<file path="src/rtl/fba_pkg.sv">
// Shared types, codes and widths for the fixed block allocator.
`default_nettype none

package fba_pkg;

  // Pool geometry.
  localparam int MAX_BLOCKS = 64;
  localparam int IDX_W      = $clog2(MAX_BLOCKS);
  localparam int EFFCNT_W   = $clog2(MAX_BLOCKS + 1);

  // Field and register widths.
  localparam int CMD_W    = 2;
  localparam int BB_W     = 13;
  localparam int CNT_W    = 7;
  localparam int ADDR_W   = 32;
  localparam int STATUS_W = 3;
  localparam int CFG_W    = 32;
  localparam int CFG_IDX_W = 2;

  // Derived datapath widths.
  localparam int SPAN_W = BB_W + EFFCNT_W;
  localparam int PROD_W = BB_W + IDX_W;
  localparam int DIV_W  = BB_W + IDX_W;
  localparam int DIV_STEPS = IDX_W;
  localparam int STEP_W = $clog2(DIV_STEPS + 1);

  // Command codes.
  localparam logic [CMD_W-1:0] CMD_ALLOC    = 2'd0;
  localparam logic [CMD_W-1:0] CMD_FREE     = 2'd1;
  localparam logic [CMD_W-1:0] CMD_CONTAINS = 2'd2;

  // Status codes.
  localparam logic [STATUS_W-1:0] ST_OK         = 3'd0;
  localparam logic [STATUS_W-1:0] ST_NO_FREE    = 3'd1;
  localparam logic [STATUS_W-1:0] ST_TOO_LARGE  = 3'd2;
  localparam logic [STATUS_W-1:0] ST_OUTSIDE    = 3'd3;
  localparam logic [STATUS_W-1:0] ST_MISALIGNED = 3'd4;
  localparam logic [STATUS_W-1:0] ST_NOT_IN_USE = 3'd5;

  // Configuration register indexes.
  localparam logic [CFG_IDX_W-1:0] REG_POOL_BASE   = 2'd0;
  localparam logic [CFG_IDX_W-1:0] REG_BLOCK_BYTES = 2'd1;
  localparam logic [CFG_IDX_W-1:0] REG_BLOCK_COUNT = 2'd2;

  // Reset values of the configuration registers.
  localparam logic [ADDR_W-1:0] POOL_BASE_RST   = 32'd0;
  localparam logic [BB_W-1:0]   BLOCK_BYTES_RST = 13'd16;
  localparam logic [CNT_W-1:0]  BLOCK_COUNT_RST = 7'd64;

  // Input item.
  typedef struct packed {
    logic [CMD_W-1:0]  cmd;
    logic [BB_W-1:0]   request_bytes;
    logic [ADDR_W-1:0] address;
  } fba_in_t;

  // Result item.
  typedef struct packed {
    logic [STATUS_W-1:0] status;
    logic [ADDR_W-1:0]   block_address;
    logic                in_pool;
  } fba_out_t;

  // Commands from the controller to the datapath.
  typedef struct packed {
    logic capture;
    logic prep;
    logic eval;
    logic div_step;
    logic finish;
  } fba_cmd_t;

  // Status from the datapath to the controller.
  typedef struct packed {
    logic is_free_cmd;
    logic out_room;
  } fba_sts_t;

endpackage

`default_nettype wire

</file>
<file path="src/rtl/fba_ctrl.sv">
// Sequencing state machine of the fixed block allocator.
`default_nettype none

module fba_ctrl
  import fba_pkg::*;
(
  input  wire logic     clk,
  input  wire logic     rst,
  input  wire logic     in_valid,
  output logic          in_stall,
  input  wire fba_sts_t sts,
  output fba_cmd_t      cmd
);

  typedef enum logic [2:0] {
    S_IDLE,
    S_PREP,
    S_EVAL,
    S_DIV,
    S_FINISH
  } state_t;

  state_t            state;
  logic [STEP_W-1:0] step;

  // Commands follow the current state.
  always_comb begin
    cmd          = '0;
    cmd.capture  = (state == S_IDLE) && in_valid;
    cmd.prep     = (state == S_PREP);
    cmd.eval     = (state == S_EVAL);
    cmd.div_step = (state == S_DIV);
    cmd.finish   = (state == S_FINISH) && sts.out_room;
  end

  assign in_stall = (state != S_IDLE);

  // State register and division step counter.
  always_ff @(posedge clk) begin
    if (rst) begin
      state <= S_IDLE;
      step  <= '0;
    end else begin
      unique case (state)
        S_IDLE: begin
          if (in_valid) begin
            state <= S_PREP;
          end
        end
        S_PREP: begin
          state <= S_EVAL;
        end
        S_EVAL: begin
          step <= '0;
          if (sts.is_free_cmd) begin
            state <= S_DIV;
          end else begin
            state <= S_FINISH;
          end
        end
        S_DIV: begin
          step <= step + STEP_W'(1);
          if (step == STEP_W'(DIV_STEPS - 1)) begin
            state <= S_FINISH;
          end
        end
        S_FINISH: begin
          if (sts.out_room) begin
            state <= S_IDLE;
          end
        end
        default: begin
          state <= S_IDLE;
        end
      endcase
    end
  end

  // The divider step counter stays below the step count while the divider runs.
  assert property (@(posedge clk) disable iff (rst)
    (state == S_DIV) |-> (step < STEP_W'(DIV_STEPS)))
    else $error("divider step counter overran");

  // A result is never written into an occupied, stalled output register.
  assert property (@(posedge clk) disable iff (rst)
    cmd.finish |-> sts.out_room)
    else $error("result written without room");

  // A taken item always starts processing; items are taken only while idle.
  assert property (@(posedge clk) disable iff (rst)
    cmd.capture |=> (state == S_PREP))
    else $error("capture did not start processing");

endmodule

`default_nettype wire

</file>
<file path="src/rtl/fba_datapath.sv">
// Datapath of the fixed block allocator: registers, free map, divider, result.
`default_nettype none

module fba_datapath
  import fba_pkg::*;
(
  input  wire logic                 clk,
  input  wire logic                 rst,
  input  wire fba_in_t              in_item,
  input  wire logic                 cfg_we,
  input  wire logic [CFG_IDX_W-1:0] cfg_index,
  input  wire logic [CFG_W-1:0]     cfg_data,
  input  wire fba_cmd_t             cmd,
  output fba_sts_t                  sts,
  output logic                      out_valid,
  input  wire logic                 out_stall,
  output fba_out_t                  out_item
);

  // Configuration registers.
  logic [ADDR_W-1:0] pool_base;
  logic [BB_W-1:0]   block_bytes;
  logic [CNT_W-1:0]  block_count;

  // Allocation state: 1 marks a free block.
  logic [MAX_BLOCKS-1:0] free_map;

  // Captured item and intermediate values.
  fba_in_t             item;
  logic [SPAN_W-1:0]   span;
  logic [ADDR_W-1:0]   offset;
  logic                addr_ge;
  logic                in_pool;
  logic [IDX_W-1:0]    alloc_idx;
  logic                alloc_found;
  logic [PROD_W-1:0]   alloc_prod;

  // Divider registers.
  logic [DIV_W-1:0] rem;
  logic [DIV_W-1:0] dsor;
  logic [IDX_W-1:0] quot;

  // Combinational helpers.
  logic [BB_W-1:0]       eff_bb;
  logic [EFFCNT_W-1:0]   eff_cnt;
  logic [MAX_BLOCKS-1:0] avail;
  logic [IDX_W-1:0]      first_idx;
  logic                  first_found;
  fba_out_t              result;
  logic                  commit_alloc;
  logic                  commit_free;

  // A zero block size acts as one byte; the count saturates at the pool size.
  always_comb begin
    eff_bb  = (block_bytes == '0) ? BB_W'(1) : block_bytes;
    eff_cnt = (int'(block_count) > MAX_BLOCKS) ? EFFCNT_W'(MAX_BLOCKS)
                                               : EFFCNT_W'(block_count);
  end

  // Lowest free block among the blocks in use.
  always_comb begin
    first_found = 1'b0;
    first_idx   = '0;
    for (int i = 0; i < MAX_BLOCKS; i++) begin
      avail[i] = free_map[i] && (i < int'(eff_cnt));
    end
    for (int i = MAX_BLOCKS - 1; i >= 0; i--) begin
      if (avail[i]) begin
        first_found = 1'b1;
        first_idx   = IDX_W'(i);
      end
    end
  end

  // Configuration writes; indexes beyond the list are ignored.
  always_ff @(posedge clk) begin
    if (rst) begin
      pool_base   <= POOL_BASE_RST;
      block_bytes <= BLOCK_BYTES_RST;
      block_count <= BLOCK_COUNT_RST;
    end else if (cfg_we) begin
      unique case (cfg_index)
        REG_POOL_BASE:   pool_base   <= cfg_data[ADDR_W-1:0];
        REG_BLOCK_BYTES: block_bytes <= cfg_data[BB_W-1:0];
        REG_BLOCK_COUNT: block_count <= cfg_data[CNT_W-1:0];
        default: begin
        end
      endcase
    end
  end

  // Item capture, geometry and search stage, then the evaluation stage.
  always_ff @(posedge clk) begin
    if (cmd.capture) begin
      item <= in_item;
    end
    if (cmd.prep) begin
      span        <= SPAN_W'(eff_bb) * SPAN_W'(eff_cnt);
      offset      <= item.address - pool_base;
      addr_ge     <= (item.address >= pool_base);
      alloc_idx   <= first_idx;
      alloc_found <= first_found;
    end
    if (cmd.eval) begin
      in_pool    <= addr_ge && (ADDR_W'(span) > offset);
      alloc_prod <= PROD_W'(eff_bb) * PROD_W'(alloc_idx);
    end
  end

  // Restoring divider: one quotient bit per step, largest first.
  always_ff @(posedge clk) begin
    if (cmd.eval) begin
      rem  <= offset[DIV_W-1:0];
      dsor <= DIV_W'({eff_bb, {(IDX_W - 1){1'b0}}});
      quot <= '0;
    end else if (cmd.div_step) begin
      if (rem >= dsor) begin
        rem  <= rem - dsor;
        quot <= {quot[IDX_W-2:0], 1'b1};
      end else begin
        quot <= {quot[IDX_W-2:0], 1'b0};
      end
      dsor <= dsor >> 1;
    end
  end

  // Result and free map update for the finished item.
  always_comb begin
    result       = '0;
    commit_alloc = 1'b0;
    commit_free  = 1'b0;
    unique case (item.cmd)
      CMD_ALLOC: begin
        if (item.request_bytes > eff_bb) begin
          result.status = ST_TOO_LARGE;
        end else if (alloc_found) begin
          result.status        = ST_OK;
          result.block_address = pool_base + ADDR_W'(alloc_prod);
          commit_alloc         = 1'b1;
        end else begin
          result.status = ST_NO_FREE;
        end
      end
      CMD_FREE: begin
        result.in_pool = in_pool;
        if (!in_pool) begin
          result.status = ST_OUTSIDE;
        end else if (rem != '0) begin
          result.status = ST_MISALIGNED;
        end else if (free_map[quot]) begin
          result.status = ST_NOT_IN_USE;
        end else begin
          result.status = ST_OK;
          commit_free   = 1'b1;
        end
      end
      CMD_CONTAINS: begin
        result.in_pool = in_pool;
      end
      default: begin
      end
    endcase
  end

  // Free map: all blocks free after reset.
  always_ff @(posedge clk) begin
    if (rst) begin
      free_map <= '1;
    end else if (cmd.finish) begin
      if (commit_alloc) begin
        free_map[alloc_idx] <= 1'b0;
      end else if (commit_free) begin
        free_map[quot] <= 1'b1;
      end
    end
  end

  // Output register; a waiting result does not block the input side.
  always_ff @(posedge clk) begin
    if (rst) begin
      out_valid <= 1'b0;
    end else if (cmd.finish) begin
      out_valid <= 1'b1;
    end else if (!out_stall) begin
      out_valid <= 1'b0;
    end
  end

  always_ff @(posedge clk) begin
    if (cmd.finish) begin
      out_item <= result;
    end
  end

  // Status toward the controller.
  always_comb begin
    sts.is_free_cmd = (item.cmd == CMD_FREE);
    sts.out_room    = !out_valid || !out_stall;
  end

  // A successful allocate takes exactly one block.
  assert property (@(posedge clk) disable iff (rst)
    (cmd.finish && commit_alloc) |=>
      ($countones(free_map) == $past($countones(free_map)) - 1))
    else $error("allocate did not take exactly one block");

  // A successful free returns exactly one block.
  assert property (@(posedge clk) disable iff (rst)
    (cmd.finish && commit_free) |=>
      ($countones(free_map) == $past($countones(free_map)) + 1))
    else $error("free did not return exactly one block");

  // A finished item always shows up on the output.
  assert property (@(posedge clk) disable iff (rst)
    cmd.finish |=> out_valid)
    else $error("finished item not presented");

endmodule

`default_nettype wire

</file>
<file path="src/rtl/fixed_block_allocator_core.sv">
// Top level of the fixed block allocator: controller plus datapath.
//
//   channel   direction  handshake            payload
//   in        input      in_valid / in_stall   in_item (fba_in_t)
//   out       output     out_valid / out_stall out_item (fba_out_t)
//   cfg       input      cfg_we                cfg_index, cfg_data
//
// Allocate and contains items pass the prepare, evaluate and finish states;
// a free item also passes the divide state, where a restoring divider divides
// the offset by the block size, one quotient bit per cycle (6 steps).
// Reset is synchronous; it restores the register defaults and marks every
// block free in the same cycle, with no clearing pass.
// The result sits in an output register, so the next item is accepted while
// it waits; a stalled output holds the following item at its final step.
`default_nettype none

module fixed_block_allocator_core
  import fba_pkg::*;
(
  input  wire logic                 clk,
  input  wire logic                 rst,
  input  wire logic                 in_valid,
  output logic                      in_stall,
  input  wire fba_in_t              in_item,
  output logic                      out_valid,
  input  wire logic                 out_stall,
  output fba_out_t                  out_item,
  input  wire logic                 cfg_we,
  input  wire logic [CFG_IDX_W-1:0] cfg_index,
  input  wire logic [CFG_W-1:0]     cfg_data
);

  fba_cmd_t cmd;
  fba_sts_t sts;

  // Sequencer.
  fba_ctrl u_ctrl (
    .clk      (clk),
    .rst      (rst),
    .in_valid (in_valid),
    .in_stall (in_stall),
    .sts      (sts),
    .cmd      (cmd)
  );

  // Registers, free map, divider and result path.
  fba_datapath u_datapath (
    .clk       (clk),
    .rst       (rst),
    .in_item   (in_item),
    .cfg_we    (cfg_we),
    .cfg_index (cfg_index),
    .cfg_data  (cfg_data),
    .cmd       (cmd),
    .sts       (sts),
    .out_valid (out_valid),
    .out_stall (out_stall),
    .out_item  (out_item)
  );

endmodule

`default_nettype wire
</file>
<file path="config.mk">
export PLATFORM = sky130hd
export DESIGN_NAME = fixed_block_allocator_core
export DESIGN_NICKNAME = d
export VERILOG_FILES = /design/src/rtl/fba_pkg.sv /design/src/rtl/fba_ctrl.sv /design/src/rtl/fba_datapath.sv /design/src/rtl/fixed_block_allocator_core.sv
export SDC_FILE = /design/constraint.sdc
export NUM_CORES = 1
export LEC_CHECK = 0
export ABC_AREA = 1
export ABC_CLOCK_PERIOD_IN_PS = 9100
export BUFFER_PORTS_ARGS = -buffer_cell sky130_fd_sc_hd__buf_2
export CAP_MARGIN = 40
export CORE_ASPECT_RATIO = 0.6
export CORE_MARGIN = 8
export CORE_UTILIZATION = 40
export DETAILED_ROUTE_END_ITERATION = 7
export PLACE_DENSITY_LB_ADDON = 0.12
export SETUP_SLACK_MARGIN = 0.5
export SLEW_MARGIN = 20
export SYNTH_ARGS = -nofsm -noshare
export SYNTH_HDL_FRONTEND = slang
export SYNTH_SLANG_ARGS = --single-unit
</file>
<file path="constraint.sdc">
create_clock -name clk -period 9.1 [get_ports clk]
set_input_delay 1.82 -clock clk [delete_from_list [all_inputs] [get_ports clk]]
set_output_delay 1.82 -clock clk [all_outputs]
set_load 0.02 [all_outputs]
</file>
# Yosys cells after proc, flatten, opt, wreduce, memory -nomap -nowiden
# Cells that the tools add are included.
# op_classes
n_addsub	4
n_mul	2
mux	101
n_bitwise	5
n_eq_ne	13
n_lt_le_gt_ge	73
reduce_logical	95
# op_table
op	count
< comparator 6 x 7 -> 1 bit, first input constant	32
2-to-1 mux 6 bit	32
2-to-1 mux 64 bit	2
< comparator 5 x 7 -> 1 bit, first input constant	16
2-to-1 mux 5 bit	16
logical AND 1 bit	69
bitwise AND 64 bit	1
inverter 64 bit	1
OR 64 bit	1
OR reduction 63 bit	1
2-to-1 mux 19 bit	3
< comparator 4 x 7 -> 1 bit, first input constant	8
2-to-1 mux 18 bit	2
2-to-1 mux 3 bit	12
adder 32 x 19 -> 32 bit	1
greater-or-equal comparator 32 bit	1
greater-than comparator 20 x 32 -> 1 bit	1
2-to-1 mux 4 bit	8
OR reduction 32 bit	1
subtractor 32 bit	1
< comparator 3 x 7 -> 1 bit, first input constant	4
multiplier 13 x 7 -> 20 bit	1
greater-or-equal comparator 19 x 18 -> 1 bit	1
multiplier 13 x 6 -> 19 bit	1
39 further kinds	77
# word_totals
word_cells	322
ff_bits	329

# Depth between registers and ports, before layout
# Gate-level depths: netlist of run 1.
# depth
depth_word	67
mapped_depth	67
mapped_depth_nobuf	67

# By module
# From an unflattened synthesis of run 1, not the netlist that was laid out.
# unflattened
cells_unflattened	2725
hier_area_um2	22876.9
# by_module_without_submodules
mod	cells_per_inst	instances	seq_area_each_um2	area_each_um2
fba_datapath	2674	1	8418.1	22521.6
fba_ctrl	51	1	120.1	355.3

# Least setup slack after synthesis of run 1
# OpenSTA, ideal clock, no wires.
# synth_path
kind	register to register
from	register u_datapath.block_count[4]
to	register u_datapath.span[18], data pin
stages_incl_launch_ff	33
setup_slack_ns	3.486
setup_ns	0.260
period_less_slack_ns	5.614
required_time_ns	8.840
t_arrival_ns	5.354
path_cell_list	dfxtp_1 nor2_1 nand4_2 nand2_2 nand2_2 buf_6 inv_1 clkbuf_1 nand2_1 fa_1 inv_1 ha_1 inv_1 fa_1 fa_1 inv_1 ha_1 inv_1 o21bai_1 a21oi_1 o21bai_1 a21oi_1 o21bai_1 a21oi_1 o21ai_0 a21oi_1 o21bai_1 nand3_1 nand2_1 a21oi_1 nor2_1 nor2_1 xor2_1
# synth_via
elab_chain_len	3
# synth_lines
item	line	source
start: declaration	fba_datapath.sv:23	logic [CNT_W-1:0] block_count;
start signal: assignment	fba_datapath.sv:85	REG_BLOCK_COUNT: block_count <= cfg_data[CNT_W-1:0];
greater-than comparator 7 bit	fba_datapath.sv:56	eff_cnt = (int'(block_count) > MAX_BLOCKS) ? EFFCNT_W'(MAX_BLOCKS)
2-to-1 mux 7 bit (*)	fba_datapath.sv:56	
multiplier 13 x 7 -> 20 bit (*)	fba_datapath.sv:98	span <= SPAN_W'(eff_bb) * SPAN_W'(eff_cnt);
end signal: assignment	fba_datapath.sv:98	
end: declaration	fba_datapath.sv:30	logic [SPAN_W-1:0] span;
# Mark *: on every way between the ends. The rest lies on a longest branch, timed or not.
# A chain may end at the register's enable or synchronous reset.

# Worst setup path in the final report of run 1
# layout_path
from	register u_datapath.block_bytes[12]
to	register u_datapath.span[19], data pin
# layout_via
elab_chain_len	3
# layout_lines
item	line	source
start: declaration	fba_datapath.sv:22	logic [BB_W-1:0] block_bytes;
start signal: assignment	fba_datapath.sv:84	REG_BLOCK_BYTES: block_bytes <= cfg_data[BB_W-1:0];
zero test 13 bit	fba_datapath.sv:55	eff_bb = (block_bytes == '0) ? BB_W'(1) : block_bytes;
2-to-1 mux 13 bit (*)	fba_datapath.sv:55	
multiplier 13 x 7 -> 20 bit (*)	fba_datapath.sv:98	
# Marks and branches as above.

==> flow_summary.toml, run 1 <==
[drt]
drt_wl_total_mm = 78.2
wl_per_cell_um = 21.6
viasPerCell = 5.50
via_count = 19900
ant_nets = 0
drt-initial-drc-count = 2327
route.detailed.drc = 0
drt_pre_antenna_iters = 6

[clock_network]
tritoncts = "yes"
path_clk_slew_ps = 70
clock-root-buffer = "clkbuf_16"
htreeDepth = 2
post-cts-setup-buffers = 0
clock_latency_ps = 570
cts.sinks = 329
cts_resized = 0
clock_path_buffers = 3
holdBufCountCts = 0
cts_buffers = 36

[power]
p_int_mw = 3.61
p_comb_share_pct = 36.6
clkPwrFrac_pct = 26.7
p_leak_nw = 11.6
power_density_nw_per_um2 = 231
p_seq_share_pct = 36.7
vdd.ir_drop.worst_mv = 0.137
p_sw_mw = 2.35
sw_frac_of_total_pct = 39.4

[synth]
synthTopCellsByCount = "inv_1, nand2_1, a21oi_1"
synth_edf_count = 195
postSynthCellCount = 2705
ys.flop_type = "edfxtp_1"
seq_area_frac_synth_pct = 37.3
synth_area_leaders = "edfxtp_1, dfxtp_1, ha_1, fa_1, inv_1"
avgSynthCellArea_um2 = 8.47
synth-async-reset-ratio_pct = 0
synth_nets = 3064
synth_top_cell_by_area = "edfxtp_1"
synth-seq-cells = 329
synth.cell_area_um2 = 22900
synthMostInstantiatedCell = "inv_1"
yosysUniqueCellTypes = 56
yosys_warnings = 0
synth_top_area_share_pct = 25.6

[critical_path]
cp_data_required_time_ps = 9400
endpoint_kind = "flop"
crit_fanout = 11
crit_slowest_cell = "dfxtp_1"
slowest_delay_ps = 550
r2r_cells = 28
path_class = "reg2reg"
worstSetupStartpointType = "flop"
cp.arrival_ps = 6760
crit_top_cell = "a21oi_1"

[outcome]
run_status = "completed"

[global_routing]
grt_pass1_wl_mm = 117
grtUsageTotal_pct = 23.1
antenna_found_initial = 0
grt_remaining_overflow = 0
grt_pass1_vias = 18400
grt_start_max_net_pins = 87

[sta]
drv_slew = 0
tns_ps = 0
slew_headroom_pct = 42.6
rsz0062_at_grt = "no"
hold_violations = 0
fin_skew_ps = 23.7
setup_viol = 0
tightest_slew_ps = 840
fmax_mhz = 155
whs_ps = 474
fin_crit_ps = 6460
fin_crit_sh_pct = 70.9

[cells_and_area]
synthToLayoutAreaGrowth_pct = 12.7
seqCellArea_um2 = 8540
num-fill-cells = 5666
drive_gt1_share_pct = 9.62
stdcell_area_um2 = 25800
nets = 3181
post-route-util_pct = 45.3
multi_input_area_um2 = 12300
antennaDiodeCount = 0

[die]
io_pins = 124
initial_core_util_pct = 40.2
die_area_um2 = 65400
coreArea_um2 = 57000
row_count = 68
die_w_um = 325
die_h_um = 201

[min_path]
min_path_cells = 2
worstHoldPathType = "reg2reg"

[placed_design]
io_buffers = 123
dp_hpwl_mm = 61.9
placement.cell_area_um2 = 24600
finalWeightedCongestion = 0.934

[flow_run]
cap_violations = 0
==> power by group through the flow <==
stage / Sequential [mW] / Clock [mW] / Combinational (mW)
after CTS: 2.19 / 1.62 / 2.14
after global placement: 2.22 / 0 / 2.09
final: 2.19 / 1.59 / 2.18
after floorplan: 2.16 / 0 / 1.39
after global routing: 2.22 / 1.67 / 2.41
after detailed placement: 2.22 / 0 / 2.13
==> state kept, by name, indices dropped and copies added, names as in the netlist, 7 cells and up <==
signal / cells
u_datapath.alloc_prod: 19
u_datapath.block_bytes: 13
u_datapath.block_count: 7
u_datapath.dsor: 18
u_datapath.free_map: 64
u_datapath.item: 47
u_datapath.offset: 32
u_datapath.out_item: 36
u_datapath.pool_base: 32
u_datapath.rem: 19
u_datapath.span: 20
==> placed cells by master, fill, tap and decap left out, types with 68 or more instances in the layout <==
cell	instances
o21ai_0	189
fa_1	102
a21oi_1	245
edfxtp_1	195
dfxtp_1	134
buf_2	131
nor2_1	152
inv_1	451
ha_1	171
nand3_1	68
nand2_1	428
o211ai_1	76
==> worst paths after layout <==
path	slack (ps)	end	startpoint
max reg2reg	2640	u_datapath.span[19]	u_datapath.block_bytes[12]
max	2640	u_datapath.span[19]	u_datapath.block_bytes[12]
min reg2reg	470	u_datapath.block_bytes[0]	u_datapath.block_bytes[0]
min	470	u_datapath.block_bytes[0]	u_datapath.block_bytes[0]
==> cell families after synthesis <==
family	synth area share [%]
DFF	37.3
buffers and inverters	9.21
xor gates and xnor gates	2.87
adders and majority gates	18.3
and+or+nand+nor	14.2
AOI/OAI and AO/OA	18.2
==> area by class of cell <==
type	count	share of cell area [%]
Clock buffer	40	3.55
Tap cell	770	3.73
Multi-Input combinational cell	1817	47.7
Timing Repair Buffer	171	3.97
Inverter	467	6.79
Sequential cell	329	33.1
Clock inverter	25	1.22
==> per-layer routing <==
layer / vias up / wire [µm] / GRT usage (%)
li1: 9456 / - / -
met3: 78 / 7890 / 6.62
met4: 2 / 935 / 3.92
met1: 9524 / 41500 / 38.3
met2: 828 / 27900 / 28.5
met5: - / 55 / 0.524
==> through the flow <==
step / cells / power, mW / setup WS, ps
floorplan: 2705 / 3.55 / 3490
global placement: 3538 / 4.31 / 2730
detailed placement: 3551 / 4.34 / 2710
CTS: 3616 / 5.95 / 2700
global route: 3619 / 6.30 / 2170
finish: 3619 / 5.96 / 2640
==> worst max-delay path, delay by kind of cell, from the launching register on <==
kind / cells / cell delay (ps)
AND/OR/NAND/NOR: 8 / 950
flip-flops: 1 / 550
adder cells (fa/ha/maj): 5 / 2010
XOR/XNOR: 1 / 130
AO/OA/AOI/OAI: 9 / 1390
buffers and inverters: 5 / 1170
No activity file was read; power rests on OpenSTA's default activity.
==> run 2: changes to the inputs <==
--- a/config.mk
+++ b/config.mk
@@ -6,7 +6,7 @@
 export NUM_CORES = 1
 export LEC_CHECK = 0
 export ABC_AREA = 1
-export ABC_CLOCK_PERIOD_IN_PS = 9100
+export ABC_CLOCK_PERIOD_IN_PS = 5900
 export BUFFER_PORTS_ARGS = -buffer_cell sky130_fd_sc_hd__buf_2
 export CAP_MARGIN = 40
 export CORE_ASPECT_RATIO = 0.6
==> constraint.sdc (replaced) <==
create_clock -name clk -period 5.9 [get_ports clk]
set_input_delay 1.18 -clock clk [delete_from_list [all_inputs] [get_ports clk]]
set_output_delay 1.18 -clock clk [all_outputs]
set_load 0.02 [all_outputs]
==> run 2 against run 1 <==
- clock power increased by 47%
- critical path type unchanged
- non-clock buffer count increased by 61
- highest routed layer unchanged
- setup slack got worse by 2100 ps
==> flow_summary.toml, run 2 (synthesis gave the netlist of run 1 again) <==
[critical_path]
cp_data_required_time_ps = 6200
endpoint_kind = "flop"
crit_slowest_cell = "fa_1"
cp.arrival_ps = 5650
slowest_delay_ps = 590
path_class = "reg2reg"
crit_chain = "nor4_4 -> nand4_1 -> nand2_2 -> nand2_2 -> fa_1 -> fa_1 -> fa_1 -> inv_2 -> fa_1 -> ha_4 -> a21oi_2 -> o21bai_1 -> a21oi_1 -> o21bai_1 -> a21oi_2 -> o21ai_2 -> a21oi_1 -> o21bai_1 -> nand3_1 -> nand2_2 -> a21oi_2 -> nor2_1 -> nor2_1 -> xor2_1"
crit_top_cell = "fa_1"
crit_fanout = 4
worstSetupStartpointType = "flop"
cp_top_family = "adder cells"
critPathBufInv = 1

[sta]
rsz0062_at_grt = "yes"
fmax_mhz = 187
fin_crit_sh_pct = 90.7
fin_crit_ps = 5350
slew_headroom_pct = 35.3
tns_ps = 0
hold_violations = 0
setup_slack_ps = 551
drv_slew = 0
whs_ps = 471
fin_skew_ps = 19.9
tightest_slew_ps = 961
setup_viol = 0

[drt]
viasPerCell = 5.47
drt_wl_total_mm = 77.0
wl_per_cell_um = 20.9
via_count = 20100
drt-initial-drc-count = 2059
drt_pre_antenna_iters = 5
ant_nets = 0
route.detailed.drc = 0

[cells_and_area]
top_register = "u_datapath.free_map"
final_common_cell = "inv_1"
stdcell_area_um2 = 26500
drive_gt1_share_pct = 13.1
nets = 3242
antennaDiodeCount = 0
num-fill-cells = 5540
largest_reg_flops = 64
layoutNonFillerInstCount = 3681
synthToLayoutAreaGrowth_pct = 15.8
post-route-util_pct = 46.5
reg_top3 = "u_datapath.free_map (64), u_datapath.item (47), u_datapath.out_item (36)"
layout_common_cells = "inv_1, nand2_1, a21oi_1"

[placed_design]
pre_cts_slack_ps = 213
finalWeightedCongestion = 0.960
dp_hpwl_mm = 61.1
dp_cells = 3589
io_buffers = 123
placement.cell_area_um2 = 24800

[global_routing]
grt_pass1_wl_mm = 115
grt_start_max_net_pins = 69
grt_pass1_vias = 18900
grtUsageTotal_pct = 22.5
grt_remaining_overflow = 0
antenna_found_initial = 0

[clock_network]
holdBufCountCts = 0
path_clk_slew_ps = 70
htreeDepth = 2
clock_latency_ps = 550
cts.sinks = 329
clock-root-buffer = "clkbuf_16"
clock_path_buffers = 3
tritoncts = "yes"
cts_buffers = 36

[die]
initial_core_util_pct = 40.2
die_area_um2 = 65400
die_w_um = 325
row_count = 68
coreArea_um2 = 57000
io_pins = 124
die_h_um = 201

[power]
power_density_nw_per_um2 = 344
vdd.ir_drop.worst_mv = 0.172
p_leak_nw = 11.9
finalPower_mw = 9.11

[flow_run]
cap_violations = 0

[min_path]
worstHoldPathType = "reg2reg"

[outcome]
run_status = "completed"
==> run 2: changes by cell type in the layout (fill, tap and decap cells not counted), sizes merged <==
cell and change:
buf +62, bufinv -5, clkbuf +8, clkdlybuf4s15 -1
clkinv -4, inv +2
==> run 2: final timing paths <==
path | from | slack (ps) | depth (start not counted) | end
worst min register to register | u_datapath.free_map[8] | 470 | 2 | u_datapath.free_map[8]
worst max-delay path | u_datapath.block_bytes[11] | 550 | 24 | u_datapath.span[18]
worst max register to register | u_datapath.block_bytes[11] | 550 | 24 | u_datapath.span[18]
worst min-delay path | u_datapath.free_map[8] | 470 | 2 | u_datapath.free_map[8]
==> run 2: layout make-up <==
class                      instances  area, µm²  share of cell area [%]
multi-input combinational       1817      12500                    47.3
sequential                       329       8550                    32.3
inverter                         467       1760                    6.64
timing repair buffer             232       1500                    5.67
clock buffer                      48       1050                    3.96
tap                              770        963                    3.63
clock inverter                    18        151                   0.571
==> run 2: repair_timing <==
action / in CTS / in global routing
buffers inserted: 4 / 19
endpoints found under the setup margin: 4 / 14
gates resized for setup: 11 / 53
pin swaps: 10 / 46
==> run 2: report_power, final <==
part           switching (mW)  internal (mW)
Clock                   0.991           1.35
Sequential              0.248           3.07
Combinational            2.34           1.12
Total                    3.58           5.54
==> run 2: worst register-to-register path: cells and delay by family (launching register included) <==
| kind | cells | cell delay [ps] |
|---|---|---|
| AO/OA/AOI/OAI | 9 | 1180 |
| XOR/XNOR | 1 | 130 |
| adder cells (fa/ha/maj) | 5 | 2380 |
| buffers and inverters | 1 | 40 |
| flip-flops | 1 | 330 |
| AND/OR/NAND/NOR | 8 | 1020 |
==> run 2: metal layers <==
| layer | GRT usage [%] | part of all wire, % | vias to the layer above |
|---|---|---|---|
| met1 | 36.6 | 52 | 9697 |
| met4 | 3.47 | 1.5 | 2 |
| met3 | 7.23 | 11 | 75 |
| met2 | 27.9 | 36 | 783 |
| met5 | 1.57 | 0.19 | - |
| li1 | - | - | 9569 |
==> run 3: changes to the inputs <==
--- a/config.mk
+++ b/config.mk
@@ -9,6 +9,8 @@
 export ABC_CLOCK_PERIOD_IN_PS = 5900
 export BUFFER_PORTS_ARGS = -buffer_cell sky130_fd_sc_hd__buf_2
 export CAP_MARGIN = 40
+export CELL_PAD_IN_SITES_DETAIL_PLACEMENT = 1
+export CELL_PAD_IN_SITES_GLOBAL_PLACEMENT = 1
 export CORE_ASPECT_RATIO = 0.6
 export CORE_MARGIN = 8
 export CORE_UTILIZATION = 40
==> run 3 against run 2 <==
- routed wire length grew 12%
- count of clock-buffer cells in the layout grew 3
- die area is the same
- sequential cell count is the same
- critical endpoint unchanged
- highest routed layer is now met4
==> flow_summary.toml, run 3 (synthesis gave the netlist of run 1 again) <==
[outcome]
run_status = "completed"

[sta]
whs_ps = 479
tightest_slew_ps = 930
setup_viol = 0
fin_crit_sh_pct = 92.4
fin_skew_ps = 20.3
drv_slew = 0
rsz0062_at_grt = "yes"
hold_violations = 0
tns_ps = 0
slew_headroom_pct = 37.2
fin_crit_ps = 5450
fmax_mhz = 183

[critical_path]
cp.arrival_ps = 5750
endpoint_kind = "flop"
crit_top_cell = "o21bai_1"
path_class = "reg2reg"
worstSetupStartpointType = "flop"
r2r-start = "u_datapath.block_count[6]"
crit_fanout = 15
startpoint = "u_datapath.block_count[6]"
slowest_delay_ps = 530
cp_data_required_time_ps = 6200
crit_slowest_cell = "fa_1"

[drt]
via_count = 20700
ant_nets = 0
viasPerCell = 5.59
drt_wl_total_mm = 86.6
wl_per_cell_um = 23.4
route.detailed.drc = 0
drt-initial-drc-count = 1801
drt_pre_antenna_iters = 5

[cells_and_area]
multi_input_area_um2 = 12600
largest_reg_flops = 64
final_common_cell = "inv_1"
drive_gt1_share_pct = 13.5
reg_top3 = "u_datapath.free_map (64), u_datapath.item (47), u_datapath.out_item (36)"
synthToLayoutAreaGrowth_pct = 16.1
num-fill-cells = 6773
top_register = "u_datapath.free_map"
nets = 3254
seqCellArea_um2 = 8550
layout_common_cells = "inv_1, nand2_1, a21oi_1"

[die]
die_h_um = 201
row_count = 68
initial_core_util_pct = 40.2
io_pins = 124
die_area_um2 = 65400
coreArea_um2 = 57000
die_w_um = 325

[min_path]
min_from = "u_datapath.free_map[8]"
worstHoldPathType = "reg2reg"

[clock_network]
htreeDepth = 2
tritoncts = "yes"
clock-root-buffer = "clkbuf_16"
clock_latency_ps = 570
cts_buffers = 37
clock_path_buffers = 3
path_clk_slew_ps = 60
cts.sinks = 329

[placed_design]
finalWeightedCongestion = 0.938
dp_hpwl_mm = 69.0
io_buffers = 123

[global_routing]
antenna_found_initial = 3
grt_pass1_vias = 20900
grt_pass1_wl_mm = 129
grtUsageTotal_pct = 25.5
grt_start_max_net_pins = 80
grt_remaining_overflow = 0

[power]
power_density_nw_per_um2 = 347
p_leak_nw = 12.0
vdd.ir_drop.worst_mv = 0.197

[flow_run]
cap_violations = 0
## run 3: cell types whose count changed in the layout (fill, tap and decap cells not counted), sizes merged
cell,before,now
clkinv,15,13
diode,0,2
bufinv,2,1
clkbuf,48,51
buf,232,243
## run 3: area by class of cell
cell class / count / area share (%)
antenna: 2 / 0.0188
clock buffer: 51 / 3.91
clock inverter: 15 / 0.438
inverter: 467 / 6.61
multi-input combinational: 1817 / 47.2
sequential: 329 / 32.2
tap: 770 / 3.62
timing repair buffer: 243 / 6.01
## run 3: final timing paths
kind | to | slack (ps) | cells after the start
max | u_datapath.span[18] | 450 | 27
max reg2reg | u_datapath.span[18] | 450 | 27
min reg2reg | u_datapath.free_map[8] | 480 | 2
min | u_datapath.free_map[8] | 480 | 2
## run 3: where the power goes
part           internal [mW]  switching, mW  total [mW]
logic                   1.14           2.45        3.59
clock network           1.28           1.01        2.29
registers               3.07          0.274        3.34
total                   5.49           3.73        9.22
## run 3: routing by layer
metal	wire, µm	track usage, %
met1	44200	39.8
met2	33100	33.8
met3	7800	7.73
met4	1510	5.23
met5	0	0
## run 3: critical path, delay by kind of cell (launching register included)
kind                     cells  cell delay [ps]
AO/OA/AOI/OAI               10             1500
XOR/XNOR                     1              140
adder cells (fa/ha/maj)      5             2070
buffers and inverters        5              360
flip-flops                   1              390
AND/OR/NAND/NOR              6              750
## run 3: metrics by stage
stage	power, mW	instance area, µm²	instances	worst slack (ps)	util [%]
finish	9.22	26600	3694	448	46.6
detailed placement	6.84	24900	3590	104	43.6
global placement	6.68	24800	3582	215	43.5
floorplan	5.47	22900	2705	502	-
global route	9.76	26600	3694	184	46.6
CTS	9.15	26200	3663	488	45.9
## run 3: timing repair
action                                  in CTS  in global routing
hold buffers                                 0                  0
resized for setup                           20                 47
pin swaps                                   13                 54
endpoints found under the setup margin       4                 15
setup buffers                                7                 26
